[config.mk]
export PLATFORM = sky130hd
export DESIGN_NAME = nearest_angle_selector_core_flat
export DESIGN_NICKNAME = d
export VERILOG_FILES = /design/src/nas_pkg.sv /design/src/nas_req_if.sv /design/src/nas_res_if.sv /design/src/nas_az_mem.sv /design/src/nas_near_unit.sv /design/src/nearest_angle_selector_core.sv /design/src/flat_wrapper.sv
export SDC_FILE = /design/constraint.sdc
export NUM_CORES = 2
export LEC_CHECK = 0
export BUFFER_PORTS_ARGS = -buffer_cell sky130_fd_sc_hd__buf_2
export CAP_MARGIN = 0
export CORE_ASPECT_RATIO = 1.1
export CORE_MARGIN = 2
export CORE_UTILIZATION = 39
export CTS_BUF_LIST = sky130_fd_sc_hd__clkbuf_8
export DETAILED_ROUTE_END_ITERATION = 12
export PLACE_DENSITY = 0.52
export SLEW_MARGIN = 20
export SYNTH_ARGS = -nofsm -noshare
export SYNTH_HDL_FRONTEND = slang
export SYNTH_SLANG_ARGS = --single-unit
[constraint.sdc]
create_clock -name i_clk -period 7.55 [get_ports i_clk]
set_input_delay 0.755 -clock i_clk [delete_from_list [all_inputs] [get_ports i_clk]]
set_output_delay 0.755 -clock i_clk [all_outputs]
set_load 0.005 [all_outputs]
[src/nas_pkg.sv]
`default_nettype none

package nas_pkg;

    localparam int IDX_W       = 6;
    localparam int ANGLE_W     = 16;
    localparam int DIST_W      = 17;
    localparam int MASK_BITS   = 48;
    localparam int MASK_IW     = 6;
    localparam int MAX_RESULTS = 47;

    localparam logic [DIST_W-1:0] HALF_TURN = 17'h08000;
    localparam logic [DIST_W-1:0] FULL_TURN = 17'h10000;

    localparam logic FUNC_WRITE = 1'b0;
    localparam logic FUNC_QUERY = 1'b1;

    typedef enum logic [2:0] {
        S_IDLE,
        S_COUNT,
        S_SETUP,
        S_SCAN,
        S_DRAIN,
        S_EMIT
    } t_state;

    typedef struct packed {
        logic               vld;
        logic [IDX_W-1:0]   idx;
        logic [ANGLE_W-1:0] az;
    } t_cand;

    typedef struct packed {
        logic             found;
        logic [IDX_W-1:0] idx;
    } t_best;

endpackage

`default_nettype wire

[src/nas_req_if.sv]
`default_nettype none

interface nas_req_if;
    logic        valid;
    logic        ready;
    logic        func;
    logic        polarization;
    logic [5:0]  antenna;
    logic [15:0] angle;
    logic [5:0]  want_count;
    logic [47:0] excluded_mask;

    modport source (
        output valid, func, polarization, antenna, angle, want_count, excluded_mask,
        input  ready
    );
    modport sink (
        input  valid, func, polarization, antenna, angle, want_count, excluded_mask,
        output ready
    );
endinterface

`default_nettype wire

[src/nas_res_if.sv]
`default_nettype none

interface nas_res_if;
    logic       valid;
    logic       ready;
    logic [5:0] chosen_antenna;
    logic       valid_res;
    logic       last;
    logic [5:0] rank;

    modport source (
        output valid, chosen_antenna, valid_res, last, rank,
        input  ready
    );
    modport sink (
        input  valid, chosen_antenna, valid_res, last, rank,
        output ready
    );
endinterface

`default_nettype wire

[src/nas_az_mem.sv]
`default_nettype none

module nas_az_mem #(
    parameter int DEPTH = 96,
    parameter int AW    = 7
) (
    input  wire logic          i_clk,
    input  wire logic          i_we,
    input  wire logic [AW-1:0] i_waddr,
    input  wire logic [15:0]   i_wdata,
    input  wire logic [AW-1:0] i_raddr,
    output logic [15:0]        o_rdata
);

    logic [15:0] r_mem [DEPTH];
    logic [15:0] r_rdata;

    always_ff @(posedge i_clk) begin
        if (i_we) begin
            r_mem[i_waddr] <= i_wdata;
        end
    end

    always_ff @(posedge i_clk) begin
        r_rdata <= r_mem[i_raddr];
    end

    assign o_rdata = r_rdata;

endmodule

`default_nettype wire

[src/nas_near_unit.sv]
`default_nettype none

module nas_near_unit (
    input  wire logic                          i_clk,
    input  wire logic                          i_rst_n,
    input  wire logic                          i_clear,
    input  wire logic [nas_pkg::ANGLE_W-1:0]   i_angle,
    input  wire nas_pkg::t_cand                i_cand,
    output nas_pkg::t_best                     o_best
);

    logic                         r_found;
    logic [nas_pkg::IDX_W-1:0]    r_best_idx;
    logic [nas_pkg::DIST_W-1:0]   r_best_d;
    logic [nas_pkg::ANGLE_W-1:0]  diff;
    logic [nas_pkg::DIST_W-1:0]   cur_d;
    logic                         take;

    always_comb begin
        diff = i_angle - i_cand.az;
        if ({1'b0, diff} > nas_pkg::HALF_TURN) begin
            cur_d = nas_pkg::FULL_TURN - {1'b0, diff};
        end else begin
            cur_d = {1'b0, diff};
        end
        take = i_cand.vld && (!r_found || (cur_d < r_best_d));
    end

    always_ff @(posedge i_clk) begin
        if (!i_rst_n) begin
            r_found <= 1'b0;
        end else if (i_clear) begin
            r_found <= 1'b0;
        end else if (take) begin
            r_found <= 1'b1;
        end
    end

    always_ff @(posedge i_clk) begin
        if (take) begin
            r_best_idx <= i_cand.idx;
            r_best_d   <= cur_d;
        end
    end

    assign o_best.found = r_found;
    assign o_best.idx   = r_best_idx;

endmodule

`default_nettype wire

[src/nearest_angle_selector_core.sv]
`default_nettype none

// Write item: written to the azimuth table on transfer; input ready stays high after it.
// Query: a counting pass over all antennas to count allowed ones, a setup state, then
// per result a table scan (one table read per cycle), a drain state, then select and emit.
// Nothing qualifies: a single result (valid_res low, last high) after the counting pass and setup.
// Input ready only when no query is running; one result register on the output.
// Synchronous active-low reset clears control state; the azimuth table is not cleared.
module nearest_angle_selector_core #(
    parameter int NUM_ANTENNAS = 48
) (
    input  wire logic i_clk,
    input  wire logic i_rst_n,
    nas_req_if.sink   i_req,
    nas_res_if.source o_res
);

    localparam int IW    = $clog2(NUM_ANTENNAS);
    localparam int AW    = $clog2(2 * NUM_ANTENNAS);
    localparam int CW    = $clog2(NUM_ANTENNAS + 1);
    localparam int DEPTH = 2 * NUM_ANTENNAS;

    localparam logic [IW-1:0] LAST_IDX = IW'(NUM_ANTENNAS - 1);

    nas_pkg::t_state r_state, n_state;

    logic [IW-1:0]                 r_idx, n_idx;
    logic [CW-1:0]                 r_avail, n_avail;
    logic [5:0]                    r_want;
    logic [5:0]                    r_total, n_total;
    logic [5:0]                    r_rank, n_rank;
    logic                          r_empty, n_empty;
    logic                          r_pol;
    logic [15:0]                   r_angle;
    logic [47:0]                   r_mask;
    logic [NUM_ANTENNAS-1:0]       r_taken;
    logic                          r_rd_vld;
    logic [IW-1:0]                 r_rd_idx;

    logic                          r_out_vld;
    logic [5:0]                    r_out_ant;
    logic                          r_out_valid_res;
    logic                          r_out_last;
    logic [5:0]                    r_out_rank;

    logic                          req_xfer;
    logic                          query_start;
    logic                          out_free;
    logic                          emit_go;
    logic                          clear_best;
    logic                          count_excl;
    logic                          rd_excl;
    logic                          is_last;
    logic                          mem_we;
    logic [AW-1:0]                 mem_waddr;
    logic [AW-1:0]                 mem_raddr;
    logic [15:0]                   mem_rdata;
    logic [IW-1:0]                 best_iw;
    nas_pkg::t_cand                cand;
    nas_pkg::t_best                best;

    assign req_xfer    = i_req.valid && i_req.ready;
    assign query_start = req_xfer && (i_req.func == nas_pkg::FUNC_QUERY);
    assign out_free    = !r_out_vld || o_res.ready;
    assign best_iw     = best.idx[IW-1:0];
    assign is_last     = ((r_rank + 6'd1) == r_total);

    assign count_excl = (32'(r_idx) < nas_pkg::MASK_BITS)
                        && r_mask[nas_pkg::MASK_IW'(r_idx)];
    assign rd_excl    = (32'(r_rd_idx) < nas_pkg::MASK_BITS)
                        && r_mask[nas_pkg::MASK_IW'(r_rd_idx)];

    assign mem_we    = req_xfer && (i_req.func == nas_pkg::FUNC_WRITE)
                       && ({1'b0, i_req.antenna} < 7'(NUM_ANTENNAS));
    assign mem_waddr = i_req.polarization
                       ? (AW'(NUM_ANTENNAS) + AW'(i_req.antenna[IW-1:0]))
                       : AW'(i_req.antenna[IW-1:0]);
    assign mem_raddr = r_pol ? (AW'(NUM_ANTENNAS) + AW'(r_idx)) : AW'(r_idx);

    nas_az_mem #(
        .DEPTH (DEPTH),
        .AW    (AW)
    ) u_mem (
        .i_clk   (i_clk),
        .i_we    (mem_we),
        .i_waddr (mem_waddr),
        .i_wdata (i_req.angle),
        .i_raddr (mem_raddr),
        .o_rdata (mem_rdata)
    );

    always_comb begin
        cand.vld = r_rd_vld && !rd_excl && !r_taken[r_rd_idx];
        cand.idx = nas_pkg::IDX_W'(r_rd_idx);
        cand.az  = mem_rdata;
    end

    nas_near_unit u_near (
        .i_clk   (i_clk),
        .i_rst_n (i_rst_n),
        .i_clear (clear_best),
        .i_angle (r_angle),
        .i_cand  (cand),
        .o_best  (best)
    );

    always_comb begin
        n_state     = r_state;
        n_idx       = r_idx;
        n_avail     = r_avail;
        n_total     = r_total;
        n_rank      = r_rank;
        n_empty     = r_empty;
        emit_go     = 1'b0;
        clear_best  = 1'b0;
        i_req.ready = 1'b0;
        case (r_state)
            nas_pkg::S_IDLE: begin
                i_req.ready = 1'b1;
                if (query_start) begin
                    n_idx   = '0;
                    n_avail = '0;
                    n_rank  = '0;
                    n_state = nas_pkg::S_COUNT;
                end
            end
            nas_pkg::S_COUNT: begin
                if (!count_excl) begin
                    n_avail = r_avail + CW'(1);
                end
                if (r_idx == LAST_IDX) begin
                    n_idx   = '0;
                    n_state = nas_pkg::S_SETUP;
                end else begin
                    n_idx = r_idx + IW'(1);
                end
            end
            nas_pkg::S_SETUP: begin
                clear_best = 1'b1;
                if ({1'b0, r_want} <= 7'(r_avail)) begin
                    n_total = r_want;
                end else begin
                    n_total = 6'(r_avail);
                end
                n_empty = (n_total == 6'd0);
                n_state = n_empty ? nas_pkg::S_EMIT : nas_pkg::S_SCAN;
            end
            nas_pkg::S_SCAN: begin
                if (r_idx == LAST_IDX) begin
                    n_idx   = '0;
                    n_state = nas_pkg::S_DRAIN;
                end else begin
                    n_idx = r_idx + IW'(1);
                end
            end
            nas_pkg::S_DRAIN: begin
                n_state = nas_pkg::S_EMIT;
            end
            nas_pkg::S_EMIT: begin
                if (out_free) begin
                    emit_go = 1'b1;
                    if (r_empty || is_last) begin
                        n_state = nas_pkg::S_IDLE;
                    end else begin
                        clear_best = 1'b1;
                        n_rank     = r_rank + 6'd1;
                        n_idx      = '0;
                        n_state    = nas_pkg::S_SCAN;
                    end
                end
            end
            default: begin
                n_state = nas_pkg::S_IDLE;
            end
        endcase
    end

    always_ff @(posedge i_clk) begin
        if (!i_rst_n) begin
            r_state   <= nas_pkg::S_IDLE;
            r_idx     <= '0;
            r_avail   <= '0;
            r_total   <= '0;
            r_rank    <= '0;
            r_empty   <= 1'b0;
            r_taken   <= '0;
            r_rd_vld  <= 1'b0;
            r_out_vld <= 1'b0;
        end else begin
            r_state  <= n_state;
            r_idx    <= n_idx;
            r_avail  <= n_avail;
            r_total  <= n_total;
            r_rank   <= n_rank;
            r_empty  <= n_empty;
            r_rd_vld <= (r_state == nas_pkg::S_SCAN);
            if (query_start) begin
                r_taken <= '0;
            end else if (emit_go && !r_empty) begin
                r_taken[best_iw] <= 1'b1;
            end
            if (emit_go) begin
                r_out_vld <= 1'b1;
            end else if (o_res.ready) begin
                r_out_vld <= 1'b0;
            end
        end
    end

    always_ff @(posedge i_clk) begin
        r_rd_idx <= r_idx;
        if (query_start) begin
            r_pol   <= i_req.polarization;
            r_angle <= i_req.angle;
            r_mask  <= i_req.excluded_mask;
            r_want  <= (i_req.want_count > 6'(nas_pkg::MAX_RESULTS))
                       ? 6'(nas_pkg::MAX_RESULTS) : i_req.want_count;
        end
        if (emit_go) begin
            r_out_ant       <= r_empty ? 6'd0 : best.idx;
            r_out_valid_res <= !r_empty;
            r_out_last      <= r_empty || is_last;
            r_out_rank      <= r_empty ? 6'd0 : r_rank;
        end
    end

    assign o_res.valid          = r_out_vld;
    assign o_res.chosen_antenna = r_out_ant;
    assign o_res.valid_res      = r_out_valid_res;
    assign o_res.last           = r_out_last;
    assign o_res.rank           = r_out_rank;

    a_emit_found: assert property (@(posedge i_clk) disable iff (!i_rst_n)
        (r_state == nas_pkg::S_EMIT && !r_empty) |-> best.found)
        else $error("no candidate found for a pending rank");

    a_emit_fresh: assert property (@(posedge i_clk) disable iff (!i_rst_n)
        (r_state == nas_pkg::S_EMIT && !r_empty) |-> !r_taken[best_iw])
        else $error("selected antenna already reported");

    a_taken_grows: assert property (@(posedge i_clk) disable iff (!i_rst_n)
        (emit_go && !r_empty) |=> ($countones(r_taken) == $past($countones(r_taken)) + 1))
        else $error("taken set did not grow by one");

    a_rank_bound: assert property (@(posedge i_clk) disable iff (!i_rst_n)
        (r_state == nas_pkg::S_EMIT && !r_empty) |-> (r_rank < r_total))
        else $error("rank beyond result count");

endmodule

`default_nettype wire

[src/flat_wrapper.sv]
// flat-port wrapper written by rule: the top's interface ports become plain ports
module nearest_angle_selector_core_flat 
#(
    parameter int NUM_ANTENNAS = 48
)
  (i_clk, i_rst_n, i_req_valid, i_req_func, i_req_polarization, i_req_antenna, i_req_angle, i_req_want_count, i_req_excluded_mask, i_req_ready, o_res_valid, o_res_chosen_antenna, o_res_valid_res, o_res_last, o_res_rank, o_res_ready);
  nas_req_if i_req_i ();
  nas_res_if o_res_i ();
  input  wire logic i_clk;
  input  wire logic i_rst_n;
  input wire logic [$bits(i_req_i.valid)-1:0] i_req_valid;
  input wire logic [$bits(i_req_i.func)-1:0] i_req_func;
  input wire logic [$bits(i_req_i.polarization)-1:0] i_req_polarization;
  input wire logic [$bits(i_req_i.antenna)-1:0] i_req_antenna;
  input wire logic [$bits(i_req_i.angle)-1:0] i_req_angle;
  input wire logic [$bits(i_req_i.want_count)-1:0] i_req_want_count;
  input wire logic [$bits(i_req_i.excluded_mask)-1:0] i_req_excluded_mask;
  output wire logic [$bits(i_req_i.ready)-1:0] i_req_ready;
  output wire logic [$bits(o_res_i.valid)-1:0] o_res_valid;
  output wire logic [$bits(o_res_i.chosen_antenna)-1:0] o_res_chosen_antenna;
  output wire logic [$bits(o_res_i.valid_res)-1:0] o_res_valid_res;
  output wire logic [$bits(o_res_i.last)-1:0] o_res_last;
  output wire logic [$bits(o_res_i.rank)-1:0] o_res_rank;
  input wire logic [$bits(o_res_i.ready)-1:0] o_res_ready;
  assign i_req_i.valid = i_req_valid;
  assign i_req_i.func = i_req_func;
  assign i_req_i.polarization = i_req_polarization;
  assign i_req_i.antenna = i_req_antenna;
  assign i_req_i.angle = i_req_angle;
  assign i_req_i.want_count = i_req_want_count;
  assign i_req_i.excluded_mask = i_req_excluded_mask;
  assign i_req_ready = i_req_i.ready;
  assign o_res_valid = o_res_i.valid;
  assign o_res_chosen_antenna = o_res_i.chosen_antenna;
  assign o_res_valid_res = o_res_i.valid_res;
  assign o_res_last = o_res_i.last;
  assign o_res_rank = o_res_i.rank;
  assign o_res_i.ready = o_res_ready;
  nearest_angle_selector_core #(.NUM_ANTENNAS(NUM_ANTENNAS)) u_core (.i_clk(i_clk), .i_rst_n(i_rst_n), .i_req(i_req_i), .o_res(o_res_i));
endmodule
* Word level (Yosys, flattened, before mapping)
Memory sizes are Yosys's and may differ from the RTL's. A register that Yosys moved wholly into a read port is not among the register bits. Cells that the tools add are included.
Cells by class: equality and inequality tests 13, $add $sub $neg 7, bitwise operators 3, muxes and demuxes 40, reduce and logical (&&, ||, !) cells 32, order comparisons 11
Operators with widths (count):
- $mux 6 | 9
- $or 48x48->48 | 1
- $pmux 6 s2 | 2
- $lt 6x7->1 const B | 3
- $add 6x1->6 const B | 3
- $bmux 1 s6 | 3
- $lt 6x6->1 const B | 3
- $pmux 3 s6 | 1
- $pmux 6 s3 | 1
- $lt 17x17->1 | 1
- $mux 17 | 1
- $sub 17x16->17 const A | 1
- $gt 16x16->1 const B | 1
- $sub 16x16->16 | 1
- $mux 3 | 5
- $add 6x6->7 const A | 2
- $mux 7 | 2
- $mux 1 | 13
- $reduce_and 4->1 | 3
- $logic_and 1x1->1 | 11
- $ne 2x1->1 const B | 4
- $demux 1 s6 | 1
- $eq 3x2->1 const B | 2
- $eq 3x3->1 const B | 2
- other kinds (18) | 30
Word-level totals: bits of input ports 82, register bits 193, memories 1, bits in writable memories 1536, word-level logic and storage cells 128
Memories:
- u_core.u_mem.r_mem | depth 96, bits a word 16, rd ports 1, clocked after Yosys merged registers in 1, write ports 1, RTL line nas_az_mem.sv:15 | logic [15:0] r_mem [DEPTH];

* Depth between registers and ports, before layout
word-level depth 7, depth in mapped cells 21, gate-level depth less buffers 21

* Cells and area by module
A second synthesis with hierarchy kept.
Second synthesis, totals: cells, all modules 3564, area, all modules 69210.1 µm²
By module, submodules not included:
- nas_az_mem | area an instance 59244.3 µm², times used 1, cells an instance 2614
- nearest_angle_selector_core | area an instance 7435.9 µm², times used 1, cells an instance 675
- nas_near_unit | area an instance 2529.9 µm², times used 1, cells an instance 275

* Worst setup path after synthesis
OpenSTA, ideal clock, no wires.
path type reg2reg, from reg u_core.r_angle[0], to reg u_core.u_near.r_best_d[0] (netlist bit), enable pin, library setup time 0.405 ns, cell stages (with the launch flop) 22, buffers on the path 0, arrival time 5.043 ns, setup slack 2.102 ns, path through edfxtp_1 -> inv_1 -> ha_1 -> fa_1 -> nand2b_1 -> a21o_1 -> a211o_1 -> and4b_1 -> or3_1 -> nor2_1 -> a41oi_2 -> mux2i_1 -> ha_1 -> a21boi_0 -> o21a_1 -> o21ai_0 -> a21oi_1 -> o2111ai_1 -> a21boi_0 -> o2111ai_1 -> a31oi_1 -> nor2b_1
On the way: cells in the longest elaborated chain, start to end 6, elaborated cells on any way between the ends 7, classes of those cells add/sub (2); order compare (2); mux (1); reduce/logical (2)
Ends and longest elaborated chain:
- start, declared | RTL line nearest_angle_selector_core.sv:34 | logic [15:0] r_angle;
- start signal, assigned | RTL line nearest_angle_selector_core.sv:214 | r_angle <= i_req.angle;
- $sub 16x16->16 (*) | RTL line nas_near_unit.sv:20 | diff = i_angle - i_cand.az;
- $sub 17x16->17 or $gt 16x16->1 (tied branches) | RTL line nas_near_unit.sv:22, nas_near_unit.sv:21
- $mux 17 (*) | RTL line nas_near_unit.sv:21 | if ({1'b0, diff} > nas_pkg::HALF_TURN) begin
- via u_core.u_near.cur_d, one bit | RTL line nas_near_unit.sv:16 | logic [nas_pkg::DIST_W-1:0] cur_d;
- $lt 17x17->1 (*) | RTL line nas_near_unit.sv:26 | take = i_cand.vld && (!r_found || (cur_d < r_best_d));
- $logic_or 1x1->1 (*) | RTL line nas_near_unit.sv:26
- $logic_and 1x1->1 (*) | RTL line nas_near_unit.sv:26
- via u_core.u_near.take | RTL line nas_near_unit.sv:17 | logic take;
- end signal, assigned | RTL line nas_near_unit.sv:42 | r_best_d <= cur_d;
- end, declared | RTL line nas_near_unit.sv:14 | logic [nas_pkg::DIST_W-1:0] r_best_d;
The timed path passes the listed nets; every way through them passes the cells marked *. A chain may end at the register's enable or synchronous reset.

* Worst setup path in the final report
Ends and elaborated chain as after synthesis.

==> metrics.yaml <==
outcome: "finished clean"
rsz0062_at_grt: "false"
cts_resized: 0
use_met1_pct: 27.1
fp.coreArea_sq_um: 175000
tritoncts: "yes"
p_total_mw: 22.8
setup_viol: 0
critical_path.slowest_cell: "nor2b_4"
grt_overflow_total: 0
ant_nets: 0
slowest_delay_ps: 590
grt_use_met3_pct: 3.70
clockBufferDepth: 4
ys.flop_type: "edfxtp_1"
grtUsageMet2_pct: 29.5
start_util_pct: 39.2
crit_arrival_ps: 6200
place_inst: 5604
htreeDepth: 5
num_vias: 33665
grt_max_degree: 145
busiest_layer: "met2"
avgSynthCellArea_sq_um: 20.9
synth_top_cell_area_share_pct: 71.9
power.switching_mw: 6.06
worst_slack_ps: 1960
r2r_cells: 21
synthMuxAreaShare_pct: 17.2
power.leakage_nw: 24.8
yosysSeqAreaShare_pct: 74.8
yosysWarnings: 0
drtPass1Iterations: 7
end_kind: "flip-flop"
nets: 3826
cts.sinks: 1745
crit_required_ps: 8160
r2r-start: "u_core.r_angle[0]$_DFFE_PP_"
synth_top_family_by_area: "multiplexers"
crit_end: "u_core.u_near.r_best_d[0]$_DFFE_PP_"
synth_compound_area_share_pct: 2.18
dpl.hpwl_um: 94600
synth_largest_area_cell: "edfxtp_1"
postSynth.asyncResetShare_pct: 0
synth_xor_area_share_pct: 0.441
timing.rr.end: "u_core.u_near.r_best_d[0]$_DFFE_PP_"
die_w_um: 404
viasPerCell: 5.43
tightestPinTransition_ps: 1110
relSlewSlack_pct: 25.8
worstHoldStart: "i_req_want_count[4]"
path_cells: "inv_1, ha_1, fa_1, nand2b_1, a21o_1, a311oi_2, o31ai_1, nor4_1, a21boi_2, a41oi_2, mux2i_1, ha_1, a21boi_0, o21a_1, o21ai_0, a21oi_1, o2111ai_1, a21boi_0, o2111ai_1, a31oi_1, nor2b_4"
antenna_found_initial: 20
combPwrFrac_pct: 17.5
clock_skew_ps: 54.3
postSynthCellCount: 3290
drive_gt1_share_pct: 30.1
pre_cts_ws_ps: 1860
clkTransAtPathRegs_ps: 60
p_clk_share_pct: 34.4
start_kind: "flip-flop"
cap_violations: 0
drc: 0
totalWireLength_um: 168000
track_usage_pct: 18.8
period_needed_ps: 5590
postCtsSetupBuffers: 0
path_class: "reg -> reg"
fin_tns_setup_ps: 0
critPathMaxFanout: 23
globalplace.congestion: 0.763
hold_viol: 0
drt-initial-drc-count: 2994
num_rows: 161
yosysMostFrequentCell: "edfxtp_1"
synthAdderAreaFrac_pct: 0.886
fill_cells: 14822
ys_ff_latch: 1745
hp-class: "in -> reg"
num_io_pins: 98
fp.dieH_um: 444
min_period_over_period_pct: 74.1
ys_types: 70
post-route-util_pct: 44.9
grt_pass1_wl_um: 245000
wl_per_cell_um: 27.2
peakVddDrop_v: 0.000209
fmax_ghz: 0.179
dieArea_sq_um: 179000
insertion_delay_ps: 1020
power_density_nw_per_um2: 289
synth_edf_count: 1644
cts-root-buf: "clkbuf_8"
power_frac_seq_pct: 48.0
p_int_mw: 16.7
synthTopCellsByArea: "edfxtp_1 (72%), mux4_2 (17%), dfxtp_1 (2.9%), nor2_1 (1.2%), ha_1 (0.86%)"
area_growth_pct: 14.5
syn_area_sq_um: 68700
crit_start: "u_core.r_angle[0]$_DFFE_PP_"
swShare_pct: 26.6
grt_pass1_vias: 34867
port-buffer-count: 97
r2r_slack_ps: 1960
slew_violations: 0
synth-simple-area-share_pct: 3.08
synthTopCellsByCount: "edfxtp_1 (1644), mux4_2 (514), nor2_1 (214)"
instances_no_fill: 6198
cts_buffers: 311
==> power groups by stage <==
stage / Combinational, mW / Clock [mW] / Sequential (mW)
after floorplan: 2.89 / 0 / 11.0
after global placement: 4.02 / 0 / 11.1
after detailed placement: 4.04 / 0 / 11.1
after CTS: 4.07 / 8.08 / 10.9
after global routing: 4.35 / 8.51 / 10.9
final: 3.99 / 7.84 / 10.9
==> placed cells by master (no fill, tap or decap), drive strengths merged, types with 18 or more instances in the layout <==
master       instances
ha                  47
clkinv              77
buf                205
nor3                43
dfxtp              101
mux2i               25
edfxtp            1644
a211oi              18
nand3               23
nor2               214
dlygate4sd3         55
nor2b               29
o21ai               49
xnor2               23
a21oi              100
nand2b              21
nand2               82
clkbuf             324
mux4               514
inv                165
==> per-layer routing <==
layer,up-vias,wire (um)
met5,-,16
met4,2,3330
met3,249,9430
met2,937,80000
met1,17992,75600
li1,14485,-
==> layout make-up <==
type	instances	area, sq um	share of cell area, %
diodes	9	22.5	0.0286
clock buffers	324	4460	5.67
clock inverters	200	921	1.17
inverters	52	196	0.250
multi-input cells	1326	16700	21.2
flip-flops and latches	1745	51400	65.4
well taps	2282	2860	3.63
repair buffers	260	2110	2.68
==> logic make-up (layout without fill, tap and decap cells) <==
family / Yosys count / in the layout
flops: 1745 / 1745
simple gates: 464 / 464
mux: 540 / 540
other cells: 1 / 11
xor+xnor: 33 / 33
compound gates: 239 / 239
buf+inv: 220 / 836
fa+ha+maj: 48 / 48
==> critical path, delay by kind of cell, from the launching register on <==
family / cells / cell delay (ps)
AOI/OAI and AO/OA: 13 / 2570
and+or+nand+nor: 3 / 1140
adders and majority gates: 3 / 840
DFF: 1 / 310
muxes: 1 / 290
buffers and inverters: 1 / 50
==> through the flow <==
step | hold slack [ps] | instance area [sq um]
after floorplan | 329 | 68700
after global placement | 438 | 72400
after detailed placement | 439 | 72500
after CTS | 37.3 | 78400
after global routing | 96.9 | 78600
final | 136 | 78600
==> worst min path at each step <==
stage	to	slack, ps	cells after the start
floorplan	u_core.r_rd_idx[2]$_DFF_P_	330	0
finish	u_core.r_want[4]$_SDFFCE_PN0P_	140	2
CTS	u_core.r_want[1]$_SDFFCE_PN1P_	40	3
global placement	u_core.r_rd_idx[3]$_DFF_P_	440	0
global route	u_core.r_want[0]$_SDFFCE_PN1P_	100	3
detailed placement	u_core.r_rd_idx[3]$_DFF_P_	440	0
==> timing repair <==
action | CTS | global route
endpoints found under the setup margin | 0 | 0
endpoints found under the hold margin | 56 | 0
hold buffers | 55 | 0
==> registers in the layout, indices dropped and copies added (netlist names), 16 cells and up <==
register                count
u_core.r_angle             16
u_core.u_mem.o_rdata       16
u_core.u_near.r_best_d     17
u_core.r_mask              48
u_core.r_taken             48
u_core.u_mem.r_mem       1536
Power figures use the tool's default switching activity.
